--- config.mk ---
export PLATFORM = sky130hd
export DESIGN_NAME = digit_frame_composer_core
export DESIGN_NICKNAME = d
export VERILOG_FILES = /design/src/design/dfc_pkg.sv /design/src/design/digit_frame_composer_core.sv /design/src/design/dfc_front.sv /design/src/design/dfc_queue.sv /design/src/design/dfc_back.sv
export SDC_FILE = /design/constraint.sdc
export NUM_CORES = 1
export LEC_CHECK = 0
export BUFFER_PORTS_ARGS = -buffer_cell sky130_fd_sc_hd__buf_2
export CORE_ASPECT_RATIO = 0.75
export CORE_MARGIN = 3
export CORE_UTILIZATION = 35
export DETAILED_ROUTE_END_ITERATION = 7
export PLACE_DENSITY = 0.53
export SLEW_MARGIN = 20
export SYNTH_ARGS = -nofsm -noshare
export SYNTH_HDL_FRONTEND = slang
export SYNTH_HIERARCHICAL = 1
export SYNTH_SLANG_ARGS = --single-unit
--- constraint.sdc ---
create_clock -name clk_i -period 2.8 [get_ports clk_i]
set_input_delay 0.56 -clock clk_i [delete_from_list [all_inputs] [get_ports clk_i]]
set_output_delay 0.56 -clock clk_i [all_outputs]
set_load 0.05 [all_outputs]
--- src/design/dfc_pkg.sv ---
// ----------------------------------------------------------------------------
// dfc_pkg
// Shared types, constants and font tables of the digit frame composer.
// ----------------------------------------------------------------------------
`default_nettype none

package dfc_pkg;

  localparam int FrameRows         = 8;
  localparam int FrameCols         = 12;
  localparam int DefaultQueueDepth = 2;

  localparam int RowIdxW = $clog2(FrameRows);

  // Digit code that draws nothing
  localparam logic [3:0] DigitBlank = 4'hF;

  typedef enum logic [1:0] {
    MODE_TEMP = 2'd0,
    MODE_HUM  = 2'd1,
    MODE_TIME = 2'd2,
    MODE_DARK = 2'd3
  } mode_e;

  // One classified item as handed from the front to the back
  typedef struct packed {
    mode_e      mode;
    logic [3:0] dig0;
    logic [3:0] dig1;
    logic [3:0] dig2;
    logic [3:0] dig3;
    logic       dash;
    logic       dot;
  } desc_t;

  // Column c of a 3x5 digit; bit r is the r-th font row
  function automatic logic [4:0] font_col(input logic [3:0] d, input logic [1:0] c);
    logic [14:0] g;
    begin
      case (d)
        4'd0:    g = {5'h1F, 5'h11, 5'h1F};
        4'd1:    g = {5'h00, 5'h1F, 5'h00};
        4'd2:    g = {5'h17, 5'h15, 5'h1D};
        4'd3:    g = {5'h1F, 5'h15, 5'h15};
        4'd4:    g = {5'h1F, 5'h04, 5'h07};
        4'd5:    g = {5'h1D, 5'h15, 5'h17};
        4'd6:    g = {5'h1D, 5'h15, 5'h1F};
        4'd7:    g = {5'h1F, 5'h01, 5'h01};
        4'd8:    g = {5'h1F, 5'h15, 5'h1F};
        4'd9:    g = {5'h1F, 5'h15, 5'h17};
        default: g = '0;
      endcase
      case (c)
        2'd0:    font_col = g[4:0];
        2'd1:    font_col = g[9:5];
        2'd2:    font_col = g[14:10];
        default: font_col = '0;
      endcase
    end
  endfunction

  // Column c of the unit glyph: T for temperature, H for humidity
  function automatic logic [4:0] glyph_col(input mode_e m, input logic [1:0] c);
    logic [14:0] g;
    begin
      case (m)
        MODE_TEMP: g = {5'h01, 5'h1F, 5'h01};
        MODE_HUM:  g = {5'h1F, 5'h04, 5'h1F};
        default:   g = '0;
      endcase
      case (c)
        2'd0:    glyph_col = g[4:0];
        2'd1:    glyph_col = g[9:5];
        2'd2:    glyph_col = g[14:10];
        default: glyph_col = '0;
      endcase
    end
  endfunction

endpackage

`default_nettype wire

--- src/design/digit_frame_composer_core.sv ---
// ----------------------------------------------------------------------------
// digit_frame_composer_core
// Composes a 12x8 dot-matrix frame (temperature, humidity or clock) per
// input beat and streams it out as eight 12-bit rows.
// ----------------------------------------------------------------------------
// Usage:
//   Input channel: in_valid_i / in_stall_o carry mode, value and minutes.
//   A beat is taken on a clock edge with valid high and stall low.
//   Output channel: out_valid_o / out_stall_i carry row_index, row_pixels
//   and last; rows 0..7 of a frame come in order, last marks row 7.
//   Path: with the back end idle, the first row of a frame passes the
//   queue write, the descriptor load and the output register in turn.
//   Throughput: one output row per cycle while the receiver does not
//   stall; the row renderer in the back end is the bottleneck. Up to
//   QueueDepth items wait in the descriptor queue, so input is taken
//   while a frame is still streaming.
//   Receiver stall: the output register holds its row; the back end
//   stops, the queue fills, and then in_stall_o rises.
//   Reset: queue empty, no row pending, blink phase cleared so the first
//   clock frame lights the blink dot.
// ----------------------------------------------------------------------------
`default_nettype none

module digit_frame_composer_core #(
  parameter int QueueDepth = dfc_pkg::DefaultQueueDepth
) (
  input  wire logic                             clk_i,
  input  wire logic                             rst_ni,
  input  wire logic                             in_valid_i,
  output logic                                  in_stall_o,
  input  wire logic [1:0]                       mode_i,
  input  wire logic signed [9:0]                value_i,
  input  wire logic [6:0]                       minutes_i,
  output logic                                  out_valid_o,
  input  wire logic                             out_stall_i,
  output logic [dfc_pkg::RowIdxW-1:0]           row_index_o,
  output logic [dfc_pkg::FrameCols-1:0]         row_pixels_o,
  output logic                                  last_o
);
  import dfc_pkg::*;

  logic  q_full;
  logic  accept;
  desc_t front_desc;
  logic  head_valid;
  desc_t head_desc;
  logic  pop;

  // Stall the input only while the descriptor queue is full
  assign in_stall_o = q_full;
  assign accept     = in_valid_i && !q_full;

  // Front: split the reading into digits, advance the blink phase
  dfc_front u_front (
    .clk_i     (clk_i),
    .rst_ni    (rst_ni),
    .accept_i  (accept),
    .mode_i    (mode_i),
    .value_i   (value_i),
    .minutes_i (minutes_i),
    .desc_o    (front_desc)
  );

  // Decouple: hold classified items until the renderer is free
  dfc_queue #(
    .Depth (QueueDepth)
  ) u_queue (
    .clk_i        (clk_i),
    .rst_ni       (rst_ni),
    .push_i       (accept),
    .push_desc_i  (front_desc),
    .full_o       (q_full),
    .pop_i        (pop),
    .head_valid_o (head_valid),
    .head_desc_o  (head_desc)
  );

  // Back: render rows 0..7 of each descriptor, one per beat
  dfc_back u_back (
    .clk_i        (clk_i),
    .rst_ni       (rst_ni),
    .head_valid_i (head_valid),
    .head_desc_i  (head_desc),
    .pop_o        (pop),
    .out_valid_o  (out_valid_o),
    .out_stall_i  (out_stall_i),
    .row_index_o  (row_index_o),
    .row_pixels_o (row_pixels_o),
    .last_o       (last_o)
  );

endmodule

`default_nettype wire

--- src/design/dfc_front.sv ---
// ----------------------------------------------------------------------------
// dfc_front
// Classifies an accepted beat: splits readings into decimal digits and
// tracks the blink phase of the time display.
// ----------------------------------------------------------------------------
`default_nettype none

module dfc_front (
  input  wire logic                 clk_i,
  input  wire logic                 rst_ni,
  input  wire logic                 accept_i,
  input  wire logic [1:0]           mode_i,
  input  wire logic signed [9:0]    value_i,
  input  wire logic [6:0]           minutes_i,
  output dfc_pkg::desc_t            desc_o
);
  import dfc_pkg::*;

  logic        blink_q, blink_d;
  mode_e       mode;
  logic        neg;
  logic [9:0]  mag;
  logic [17:0] vprod;
  logic [5:0]  vq;
  logic [9:0]  vr_full;
  logic [3:0]  vr;
  logic [14:0] mprod;
  logic [3:0]  mq;
  logic [6:0]  mr_full;
  logic [3:0]  mr;
  logic        in_range;

  assign mode = mode_e'(mode_i);
  assign neg  = value_i[9];
  assign mag  = neg ? (~value_i + 10'd1) : value_i;

  // Divide by ten: multiply by 205, drop 11 bits (exact below 1029)
  assign vprod   = {8'd0, mag} * 18'd205;
  assign vq      = vprod[16:11];
  assign vr_full = mag - 10'(vq) * 10'd10;
  assign vr      = vr_full[3:0];

  assign mprod   = {8'd0, minutes_i} * 15'd205;
  assign mq      = mprod[14:11];
  assign mr_full = minutes_i - 7'(mq) * 7'd10;
  assign mr      = mr_full[3:0];

  assign in_range = !neg && (mag <= 10'd99);

  always_comb begin
    desc_o      = '0;
    desc_o.mode = mode;
    desc_o.dig0 = DigitBlank;
    desc_o.dig1 = DigitBlank;
    desc_o.dig2 = DigitBlank;
    desc_o.dig3 = DigitBlank;
    case (mode)
      MODE_TEMP, MODE_HUM: begin
        if (in_range) begin
          // leading zero stays blank
          if (vq != 6'd0) desc_o.dig0 = vq[3:0];
          desc_o.dig1 = vr;
        end else begin
          desc_o.dash = 1'b1;
        end
      end
      MODE_TIME: begin
        // signed quotient/remainder truncate toward zero
        if (vq == 6'd0 || (!neg && vq <= 6'd9)) desc_o.dig0 = vq[3:0];
        if (!neg || vr == 4'd0) desc_o.dig1 = vr;
        if (mq <= 4'd9) desc_o.dig2 = mq;
        desc_o.dig3 = mr;
        desc_o.dot  = !blink_q;
      end
      default: ;
    endcase
  end

  assign blink_d = (accept_i && mode == MODE_TIME) ? !blink_q : blink_q;

  always_ff @(posedge clk_i or negedge rst_ni) begin
    if (!rst_ni) begin
      blink_q <= 1'b0;
    end else begin
      blink_q <= blink_d;
    end
  end

endmodule

`default_nettype wire

--- src/design/dfc_queue.sv ---
// ----------------------------------------------------------------------------
// dfc_queue
// Short descriptor FIFO between the front and the back.
// ----------------------------------------------------------------------------
`default_nettype none

module dfc_queue #(
  parameter int Depth = dfc_pkg::DefaultQueueDepth
) (
  input  wire logic    clk_i,
  input  wire logic    rst_ni,
  input  wire logic    push_i,
  input  wire dfc_pkg::desc_t push_desc_i,
  output logic         full_o,
  input  wire logic    pop_i,
  output logic         head_valid_o,
  output dfc_pkg::desc_t head_desc_o
);
  import dfc_pkg::*;

  localparam int PtrW = (Depth > 1) ? $clog2(Depth) : 1;
  localparam int CntW = $clog2(Depth + 1);

  desc_t           mem_q [Depth];
  logic [PtrW-1:0] wr_ptr_q, wr_ptr_d;
  logic [PtrW-1:0] rd_ptr_q, rd_ptr_d;
  logic [CntW-1:0] cnt_q, cnt_d;
  logic            do_push, do_pop;

  assign full_o       = (cnt_q == CntW'(Depth));
  assign head_valid_o = (cnt_q != '0);
  assign head_desc_o  = mem_q[rd_ptr_q];

  assign do_push = push_i && !full_o;
  assign do_pop  = pop_i && head_valid_o;

  always_comb begin
    wr_ptr_d = wr_ptr_q;
    rd_ptr_d = rd_ptr_q;
    cnt_d    = cnt_q;
    if (do_push) begin
      wr_ptr_d = (wr_ptr_q == PtrW'(Depth - 1)) ? '0 : wr_ptr_q + PtrW'(1);
    end
    if (do_pop) begin
      rd_ptr_d = (rd_ptr_q == PtrW'(Depth - 1)) ? '0 : rd_ptr_q + PtrW'(1);
    end
    if (do_push && !do_pop) cnt_d = cnt_q + CntW'(1);
    else if (!do_push && do_pop) cnt_d = cnt_q - CntW'(1);
  end

  always_ff @(posedge clk_i or negedge rst_ni) begin
    if (!rst_ni) begin
      wr_ptr_q <= '0;
      rd_ptr_q <= '0;
      cnt_q    <= '0;
    end else begin
      wr_ptr_q <= wr_ptr_d;
      rd_ptr_q <= rd_ptr_d;
      cnt_q    <= cnt_d;
    end
  end

  always_ff @(posedge clk_i) begin
    if (do_push) mem_q[wr_ptr_q] <= push_desc_i;
  end

endmodule

`default_nettype wire

--- src/design/dfc_back.sv ---
// ----------------------------------------------------------------------------
// dfc_back
// Renders one descriptor into eight frame rows, one row per beat, through
// an output register.
// ----------------------------------------------------------------------------
`default_nettype none

module dfc_back (
  input  wire logic                            clk_i,
  input  wire logic                            rst_ni,
  input  wire logic                            head_valid_i,
  input  wire dfc_pkg::desc_t                  head_desc_i,
  output logic                                 pop_o,
  output logic                                 out_valid_o,
  input  wire logic                            out_stall_i,
  output logic [dfc_pkg::RowIdxW-1:0]          row_index_o,
  output logic [dfc_pkg::FrameCols-1:0]        row_pixels_o,
  output logic                                 last_o
);
  import dfc_pkg::*;

  localparam logic [RowIdxW-1:0] LastRow = RowIdxW'(FrameRows - 1);

  desc_t                desc_q;
  logic                 active_q, active_d;
  logic [RowIdxW-1:0]   row_q, row_d;
  logic                 ovalid_q, ovalid_d;
  logic [RowIdxW-1:0]   oidx_q;
  logic [FrameCols-1:0] opix_q;
  logic                 olast_q;

  logic                 adv, emit, load;
  logic [FrameCols-1:0] pix;
  logic [RowIdxW-1:0]   frow, grow;
  logic                 in_font, in_glyph;
  logic [3:0]           digs [4];
  logic [3:0]           left;
  logic [4:0]           fcol;
  logic [3:0]           x;

  assign adv  = !ovalid_q || !out_stall_i;
  assign emit = adv && active_q;
  assign load = adv && (!active_q || row_q == LastRow) && head_valid_i;
  assign pop_o = load;

  assign frow     = row_q - RowIdxW'(2);
  assign grow     = row_q - RowIdxW'(1);
  assign in_font  = (row_q >= RowIdxW'(2)) && (row_q <= RowIdxW'(6));
  assign in_glyph = (row_q >= RowIdxW'(1)) && (row_q <= RowIdxW'(5));

  assign digs[0] = desc_q.dig0;
  assign digs[1] = desc_q.dig1;
  assign digs[2] = desc_q.dig2;
  assign digs[3] = desc_q.dig3;

  // Pixels of the current row
  always_comb begin
    pix  = '0;
    left = '0;
    fcol = '0;
    x    = '0;
    for (int s = 0; s < 4; s++) begin
      if (desc_q.mode == MODE_TIME) left = 4'(3 * s);
      else left = (s == 0) ? 4'd1 : 4'd5;
      for (int c = 0; c < 3; c++) begin
        fcol = font_col(digs[s], 2'(c));
        x    = left + 4'(c);
        if (in_font && x < 4'(FrameCols) && fcol[frow]) pix[x] = 1'b1;
      end
    end
    for (int c = 0; c < 3; c++) begin
      fcol = glyph_col(desc_q.mode, 2'(c));
      if (in_glyph && fcol[grow]) pix[9 + c] = 1'b1;
    end
    if (desc_q.dash && row_q == RowIdxW'(3)) begin
      pix[1] = 1'b1;
      pix[2] = 1'b1;
      pix[5] = 1'b1;
      pix[6] = 1'b1;
    end
    if (desc_q.dot && row_q == LastRow) pix[6] = 1'b1;
  end

  always_comb begin
    active_d = active_q;
    row_d    = row_q;
    ovalid_d = ovalid_q;
    if (adv) ovalid_d = emit;
    if (emit) begin
      row_d = row_q + RowIdxW'(1);
      if (row_q == LastRow) active_d = 1'b0;
    end
    if (load) begin
      active_d = 1'b1;
      row_d    = '0;
    end
  end

  always_ff @(posedge clk_i or negedge rst_ni) begin
    if (!rst_ni) begin
      active_q <= 1'b0;
      row_q    <= '0;
      ovalid_q <= 1'b0;
    end else begin
      active_q <= active_d;
      row_q    <= row_d;
      ovalid_q <= ovalid_d;
    end
  end

  always_ff @(posedge clk_i) begin
    if (load) desc_q <= head_desc_i;
    if (emit) begin
      oidx_q  <= row_q;
      opix_q  <= pix;
      olast_q <= (row_q == LastRow);
    end
  end

  assign out_valid_o  = ovalid_q;
  assign row_index_o  = oidx_q;
  assign row_pixels_o = opix_q;
  assign last_o       = olast_q;

endmodule

`default_nettype wire

-- After elaboration in Yosys (flattened, before gate mapping)
Memories as Yosys holds them, arrays and structs flattened. A register that Yosys moved wholly into a read port is not among the register bits.
Index checks and enable logic that the tools add are counted.
- register bits: 26
- latch bits: 0
- RAM bits: 40
- bits in read-only memories: 2880
- input bits: 23
- output and inout bits: 18
- logic and storage cells: 285
- memories kept: 13
- $add $sub $neg: 18
- multiply operators: 4
- divide/modulo/power cells: 0
- magnitude comparators: 45
- equality and inequality tests: 7
- shift-type cells: 0
- mux-type cells: 93
- bitwise logic cells: 12
- reductions and logical operators: 78
- memory list (memory ; depth ; bits a word ; rd ports ; clocked after memory_dff ; wr ports ; line ; RTL):
    (name not given) ; 16 ; 15 ; 1 ; 0 ; 0 ; dfc_pkg.sv:40 ; case (d)
    (name not given) ; 16 ; 15 ; 1 ; 0 ; 0 ; dfc_pkg.sv:40 ;
    (name not given) ; 16 ; 15 ; 1 ; 0 ; 0 ; dfc_pkg.sv:40 ;
    (name not given) ; 16 ; 15 ; 1 ; 0 ; 0 ; dfc_pkg.sv:40 ;
    (name not given) ; 16 ; 15 ; 1 ; 0 ; 0 ; dfc_pkg.sv:40 ;
    (name not given) ; 16 ; 15 ; 1 ; 0 ; 0 ; dfc_pkg.sv:40 ;
    +7 memories ; - ; - ; - ; - ; - ; - ;
- operator list (cell ; count):
    $mux W12 ; 12
    $or A12 B12 Y12 ; 11
    $logic_and A1 B1 Y1 ; 54
    $demux W1 S4 ; 12
    $bmux W1 S3 ; 15
    $lt A4 B5 Y1 const B ; 9
    $mux W1 ; 38
    $ge A4 B1 Y1 const B ; 9
    $lt A4 B4 Y1 const B ; 9
    $pmux W15 S2 ; 1
    $mux W4 ; 5
    $mul A10 B8 Y17 const B ; 1
    $lt A3 B4 Y1 const B ; 4
    $mux W8 ; 2
    $pmux W8 S2 ; 1
    $mul A7 B8 Y15 const B ; 1
    $add A10 B1 Y10 const B ; 1
    $le A10 B7 Y1 const B ; 1
    $lt A3 B5 Y1 const B ; 2
    $mux W10 ; 1
    $not A10 Y10 ; 1
    $ge A3 B1 Y1 const B ; 3
    $mux W3 ; 3
    $add A3 B1 Y4 const B ; 2
    35 further kinds ; 59

-- Longest topological paths before layout
Gate-level depths: netlist (run 1).
- word-level depth: 29
- gate-level depth with buffers: 25

-- Modules after synthesis
Netlist (run 1), hierarchy kept.
- by module, submodules not included (module ; times used ; cells an instance ; area each (um^2) ; seq. area each (um^2)):
    dfc_back ; 1 ; 390 ; 4179.0 ; 2087.0
    dfc_front ; 1 ; 351 ; 3040.4 ; 25.0
    dfc_queue ; 1 ; 81 ; 1737.9 ; 1301.2
    digit_frame_composer_core ; 1 ; 1 ; 13.8 ; 0.0

-- Worst setup path after synthesis (run 1)
No wires, ideal clock.
- path type: input to register
- start point: in value_i[2]
- end point: mem u_queue/mem_q[0][11] (netlist name) (data pin)
- setup time: 0.292 ns
- data arrival time: 5.541 ns
- path slack: -3.032 ns
- stages: 23
- path buffers: 0
- path through: nor3_1 > nand2_1 > o31a_1 > xor2_1 > ha_1 > inv_1 > fa_1 > inv_1 > fa_1 > inv_1 > fa_1 > inv_1 > ha_1 > a41oi_1 > nor4b_1 > a311oi_1 > nand2_2 > inv_1 > fa_1 > xnor2_1 > xnor3_2 > nor4_4 > a221oi_1
- RTL lines (element ; line ; RTL):
    from (decl) ; digit_frame_composer_core.sv:32 ; input wire logic signed [9:0] value_i,
    to (decl) ; dfc_queue.sv:24 ; desc_t mem_q [Depth];

==> results of run 1 <==
[what timing repair did]
item	in CTS	in global routing
setup buffers	6	7
gates resized for setup	35	35
endpoints found under the setup margin	30	45
endpoints found under the hold margin	0	0
pin swaps	47	28
[Yosys cell counts (all sizes together) (14+ instances only)]
library cell and n:
inv 86, a21oi 36, mux2 38, ha 107
buf 19, mux2i 22, nand3 14, dfxtp 44
nand2b 17, o21ai 35, nor2b 17, xnor2 23
fa 27, nor2 39, edfxtp 76, nand2 61
[power groups by stage]
stage	registers, mW	clock network [mW]	logic [mW]
after global routing	3.24	2.19	10.6
after CTS	3.18	2.08	9.22
final	3.17	2.03	9.52
after floorplan	3.57	0	5.97
after global placement	3.19	0	8.76
after detailed placement	3.21	0	8.79
[worst max path at each step]
stage	slack (ps)	from	end
floorplan	-2790	value_i[3]	u_queue/mem_q[0][10]
global placement	-3090	value_i[0]	u_queue/mem_q[0][10]
detailed placement	-3190	value_i[0]	u_queue/mem_q[0][10]
CTS	-2460	value_i[3]	u_queue/mem_q[0][10]
global route	-2790	value_i[3]	u_queue/mem_q[0][11]
finish	-2550	value_i[3]	u_queue/mem_q[0][11]
[logic make-up (layout without fill, tap and decap cells)]
| family | after synthesis | after routing | share of synthesized area [%] |
|---|---|---|---|
| buffers and inverters | 112 | 289 | 5.38 |
| adders and majority gates | 134 | 134 | 20.9 |
| muxes | 61 | 61 | 8.72 |
| DFF | 130 | 130 | 38.0 |
| AOI/OAI and AO/OA | 151 | 151 | 11.2 |
| and+or+nand+nor | 201 | 201 | 11.9 |
| xor gates and xnor gates | 34 | 34 | 3.82 |
[per-layer routing]
metal,GRT usage (%),routed length [µm],vias up
li1,-,-,3253
met1,20.4,9680,2945
met2,21.7,7990,81
met3,2.70,505,12
met4,3.13,106,2
met5,0,20,-
[area by class of cell]
type,count,area [µm²]
fillers,2341,13500
multi-input cells,581,5610
flip-flops and latches,130,3410
repair buffers,171,1230
clock buffers,24,517
well taps,338,423
inverters,87,330
clock inverters,7,45.0
==> results.yml, run 1 <==
die:
  die_x_um: 191
  pin_count: 41
  die_h_um: 145
  start_util_pct: 35.8
  num_rows: 50
  core_area_mm2: 0.0251
  dieArea_mm2: 0.0276
final_layout:
  final_cell_mix: "133 x buf_4, 88 x ha_1, 76 x edfxtp_1"
  fin_util_pct: 46.1
  synthToLayoutAreaGrowth_pct: 28.9
  fin_nets: 1145
  drive_gt1_share_pct: 34.6
  diodes: 0
  final_cell_count_no_fill: 1338
  final_common_cell: "buf_4"
  design_area_mm2: 0.0116
run_status:
  status: "complete, but fails checks"
  violations: "setup timing"
clock_tree:
  clkLatencyLatePin_ps: 410
  cts-root-buf: "clkbuf_16"
  clk_pin_slew_ps: 50
  numCtsBuffers: 17
  h-tree-depth: 4
  cts.sink_count: 130
  cts_tree: "built"
  clockBufferDepth: 2
  cts_hold_buf: 0
critical_path:
  arrival_ps: 5480
  cpPeakStageDelay_ps: 490
  reg2reg_slack_ps: 210
  crit_family: "adder cells"
  cp_slowest_cell: "fa_1"
  rr_startpoint: "u_back/row_q[1]"
  critPathMaxFanout: 5
  cp-start-kind: "input pin"
  cp.depth: 25
  r2r_cells: 9
  crit_buf_inv: 6
  cp.required_ps: 2930
  setup.worst_path.class: "in -> reg"
  crit_path_end_kind: "register"
sta:
  rsz0062_at_grt: "yes"
  hold_viol: 0
  fin_skew_ps: 7.97
  worst_pin_slew_ps: 544
  final.period_utilization_pct: 191
  whs_ps: 19.2
  fin_setup_tns_ps: -54180
  setup_viol: 30
  maxSlewHeadroom_pct: 62.7
  setup_slack_ps: -2550
  fin_crit_ps: 5350
  max_freq_ghz: 0.187
  final_max_slew_viol_count: 0
place:
  place.gp.congestion: 0.815
  dpl_worst_slack_ps: -3190
  numPortBuffers: 40
  place_hpwl_um: 14300
  dpl-instance-area_mm2: 0.0106
  dp.cells: 1294
power:
  power.leakage_nw: 5.10
  comb_power_share_pct: 64.7
  pwr-share-seq_pct: 21.5
  totalPowerFinal_mw: 14.7
  p_clk_share_pct: 13.8
  switching_power_mw: 5.84
  irDropWorstVdd_mv: 0.928
  p_int_mw: 8.88
  swShare_pct: 39.6
  power_density_mw_per_mm2: 1270
grt:
  grt_max_degree: 37
  grt_pass1_vias: 6279
  gr-total-overflow: 0
  grt_pass1_wl_um: 31100
  antenna_found_initial: 1
  grt_usage_pct: 14.0
hold_path:
  hold_path.class: "in -> async"
route:
  drc_errors: 0
  drtIter0Drc: 305
  dr.pass1.iters: 4
  via_per_inst: 4.70
  vias: 6293
  antenna_left: 0
  wire_per_inst_um: 13.7
  finalWirelength_um: 18300
yosys:
  synth_edf_count: 76
  netlist_area_mm2: 0.00897
  ys_warn_count: 6
  async_flop_share_pct: 7.69
  synth_cells: 823
  synth_area_leaders: "edfxtp_1 25%, ha_1 15%, dfxtp_1 9.8%, fa_1 6.0%, mux2_4 3.7%"
  yosysTopAreaCell: "edfxtp_1"
  synth-seq-area-share_pct: 38.0
  synth_ff_type: "edfxtp_1"
  synthesis.nets: 980
  netlist.area_leader.share_pct: 25.4
  synth_area_per_cell_um2: 10.9
  synthDistinctLibCells: 83
  ys_ff_latch: 130
flow_run:
  timing.max_cap.violations: 0
(Power assumes the default switching activity.)
==> run 2, diff against run 1 <==
--- a/config.mk
+++ b/config.mk
@@ -10,7 +10,8 @@
 export CORE_MARGIN = 3
 export CORE_UTILIZATION = 35
 export DETAILED_ROUTE_END_ITERATION = 7
-export PLACE_DENSITY = 0.53
+export HOLD_SLACK_MARGIN = 0.05
+export PLACE_DENSITY = 0.51
 export SLEW_MARGIN = 20
 export SYNTH_ARGS = -nofsm -noshare
 export SYNTH_HDL_FRONTEND = slang
==> constraint.sdc (replaced) <==
create_clock -name clk_i -period 6.9 [get_ports clk_i]
set_input_delay 1.38 -clock clk_i [delete_from_list [all_inputs] [get_ports clk_i]]
set_output_delay 1.38 -clock clk_i [all_outputs]
set_load 0.05 [all_outputs]
==> run 2 against run 1 <==
  * The run now ends clean
  * Total power down 64%
  * Clock power decreased by 57%
  * Critical endpoint is now u_queue/mem_q[1][11]
  * Register-to-register slack improved by 2400 ps
  * Critical path type unchanged
  * Sequential share of layout area increased by 3.6 points
  * Sequential power decreased by 59%
  * Global-route usage is 0.57 points lower
  * Clock-buffer cell count rose by 1
==> results.yml, run 2 (synthesized netlist as in run 1, its figures left out) <==
run_status:
  status: "complete, no violations"
sta:
  whs_ps: 479
  final_max_slew_viol_count: 0
  final.period_utilization_pct: 95.0
  maxSlewHeadroom_pct: 33.1
  max_freq_ghz: 0.153
  setup_viol: 0
  fin_crit_ps: 6560
  worst_pin_slew_ps: 1000
  rsz0062_at_grt: "no"
  setup_slack_ps: 344
  hold_viol: 0
  fin_skew_ps: 10.0
route:
  antenna_left: 0
  finalWirelength_um: 17400
  wire_per_inst_um: 14.0
  drtIter0Drc: 374
  via_per_inst: 4.72
  drc_errors: 0
  dr.pass1.iters: 4
  vias: 5885
die:
  dieArea_mm2: 0.0276
  num_rows: 50
  core_area_mm2: 0.0251
  start_util_pct: 35.8
  die_h_um: 145
  die_x_um: 191
  pin_count: 41
place:
  numPortBuffers: 40
  dpl_worst_slack_ps: -137
  place_hpwl_um: 13600
  place.gp.congestion: 0.838
  dp.cells: 1215
critical_path:
  r2r_cells: 11
  cp-start-kind: "input pin"
  arrival_ps: 6640
  cpPeakStageDelay_ps: 530
  reg2reg_slack_ps: 2570
  setup.worst_path.class: "in -> reg"
  cp.required_ps: 6990
  cp_common_cell: "inv_1"
  cp_slowest_cell: "fa_1"
  rr_startpoint: "u_back/row_q[1]"
  crit_path_end_kind: "register"
  critPathMaxFanout: 5
grt:
  gr-total-overflow: 0
  grt_max_degree: 38
  antenna_found_initial: 0
  grt_usage_pct: 13.4
  grt_pass1_vias: 5700
  grt_pass1_wl_um: 29700
clock_tree:
  h-tree-depth: 4
  clockBufferDepth: 2
  cts_hold_buf: 0
  cts_setup_buffers: 0
  cts.sink_count: 130
  numCtsBuffers: 17
  clk_pin_slew_ps: 50
  clkLatencyLatePin_ps: 410
  cts-root-buf: "clkbuf_16"
  cts_tree: "built"
power:
  power.leakage_nw: 4.57
  irDropWorstVdd_mv: 0.403
  power_density_mw_per_mm2: 506
hold_path:
  hold_depth: 1
  holdPathEnd: "u_front/blink_q"
  hold_path.class: "reg -> reg"
  worstHoldStart: "u_front/blink_q"
final_layout:
  final_cell_mix: "107 x ha_1, 85 x inv_1, 76 x edfxtp_1"
  multi_input_area_mm2: 0.00508
  drive_gt1_share_pct: 19.1
  diodes: 0
  final_cell_count_no_fill: 1247
  fin_nets: 1053
  synthToLayoutAreaGrowth_pct: 15.1
  n_fill_cell: 2433
  final_common_cell: "ha_1"
  seqCellArea_mm2: 0.00341
flow_run:
  timing.max_cap.violations: 0
## run 2: final cells by class
type                    count  area share [%]
inverters                  87            3.16
clock buffers              25            5.05
multi-input cells         581            49.2
repair buffers             79            4.77
well taps                 338            4.10
flip-flops and latches    130            33.1
clock inverters             7           0.654
## run 2: what timing repair did
| action | in CTS | in global routing |
|---|---|---|
| gates resized for setup | 0 | 1 |
| endpoints found under the hold margin | 0 | 0 |
| setup endpoints to repair | 0 | 6 |
## run 2: through the flow
| stage | power (mW) | area (µm²) | setup TNS [ps] | utilization (%) |
|---|---|---|---|---|
| 4_1_cts | 5.28 | 10300 | 0 | 41.1 |
| 2_1_floorplan | 3.64 | 8970 | 0 | - |
| 5_1_grt | 5.69 | 10300 | 0 | 41.2 |
| 6_report | 5.23 | 10300 | 0 | 41.2 |
| 3_3_place_gp | 4.37 | 9730 | -304 | 38.8 |
| 3_5_place_dp | 4.37 | 9730 | -717 | 38.8 |
## run 2: how the worst max path moves through the flow
| stage | startpoint | end | depth (start not counted) |
|---|---|---|---|
| after floorplan | value_i[2] | u_queue/mem_q[0][11] | 23 |
| after global placement | value_i[2] | u_queue/mem_q[0][12] | 25 |
| after detailed placement | value_i[2] | u_queue/mem_q[0][11] | 25 |
| after CTS | value_i[2] | u_queue/mem_q[1][11] | 25 |
| after global routing | value_i[0] | u_queue/mem_q[0][12] | 26 |
| final | value_i[0] | u_queue/mem_q[1][11] | 26 |
## run 2: routing by layer
metal | wire [µm] | vias up | share of wire (%) | GRT usage [%]
met5 | 0 | - | 0 | 0
met2 | 7080 | 85 | 41 | 19.3
li1 | - | 3069 | - | -
met1 | 9650 | 2717 | 55 | 20.8
met3 | 546 | 14 | 3.1 | 2.14
met4 | 168 | 0 | 0.96 | 3.59
## run 2: worst max-delay path, delay by kind of cell
family | cells | cell delay, ps
fa+ha+maj | 7 | 2830
compound gates | 5 | 690
buf+inv | 7 | 480
xor+xnor | 3 | 600
simple gates | 4 | 680
## run 2: power by group
part           internal [mW]  switching, mW
clock                  0.561          0.312
combinational           1.33           1.72
sequential              1.20          0.112
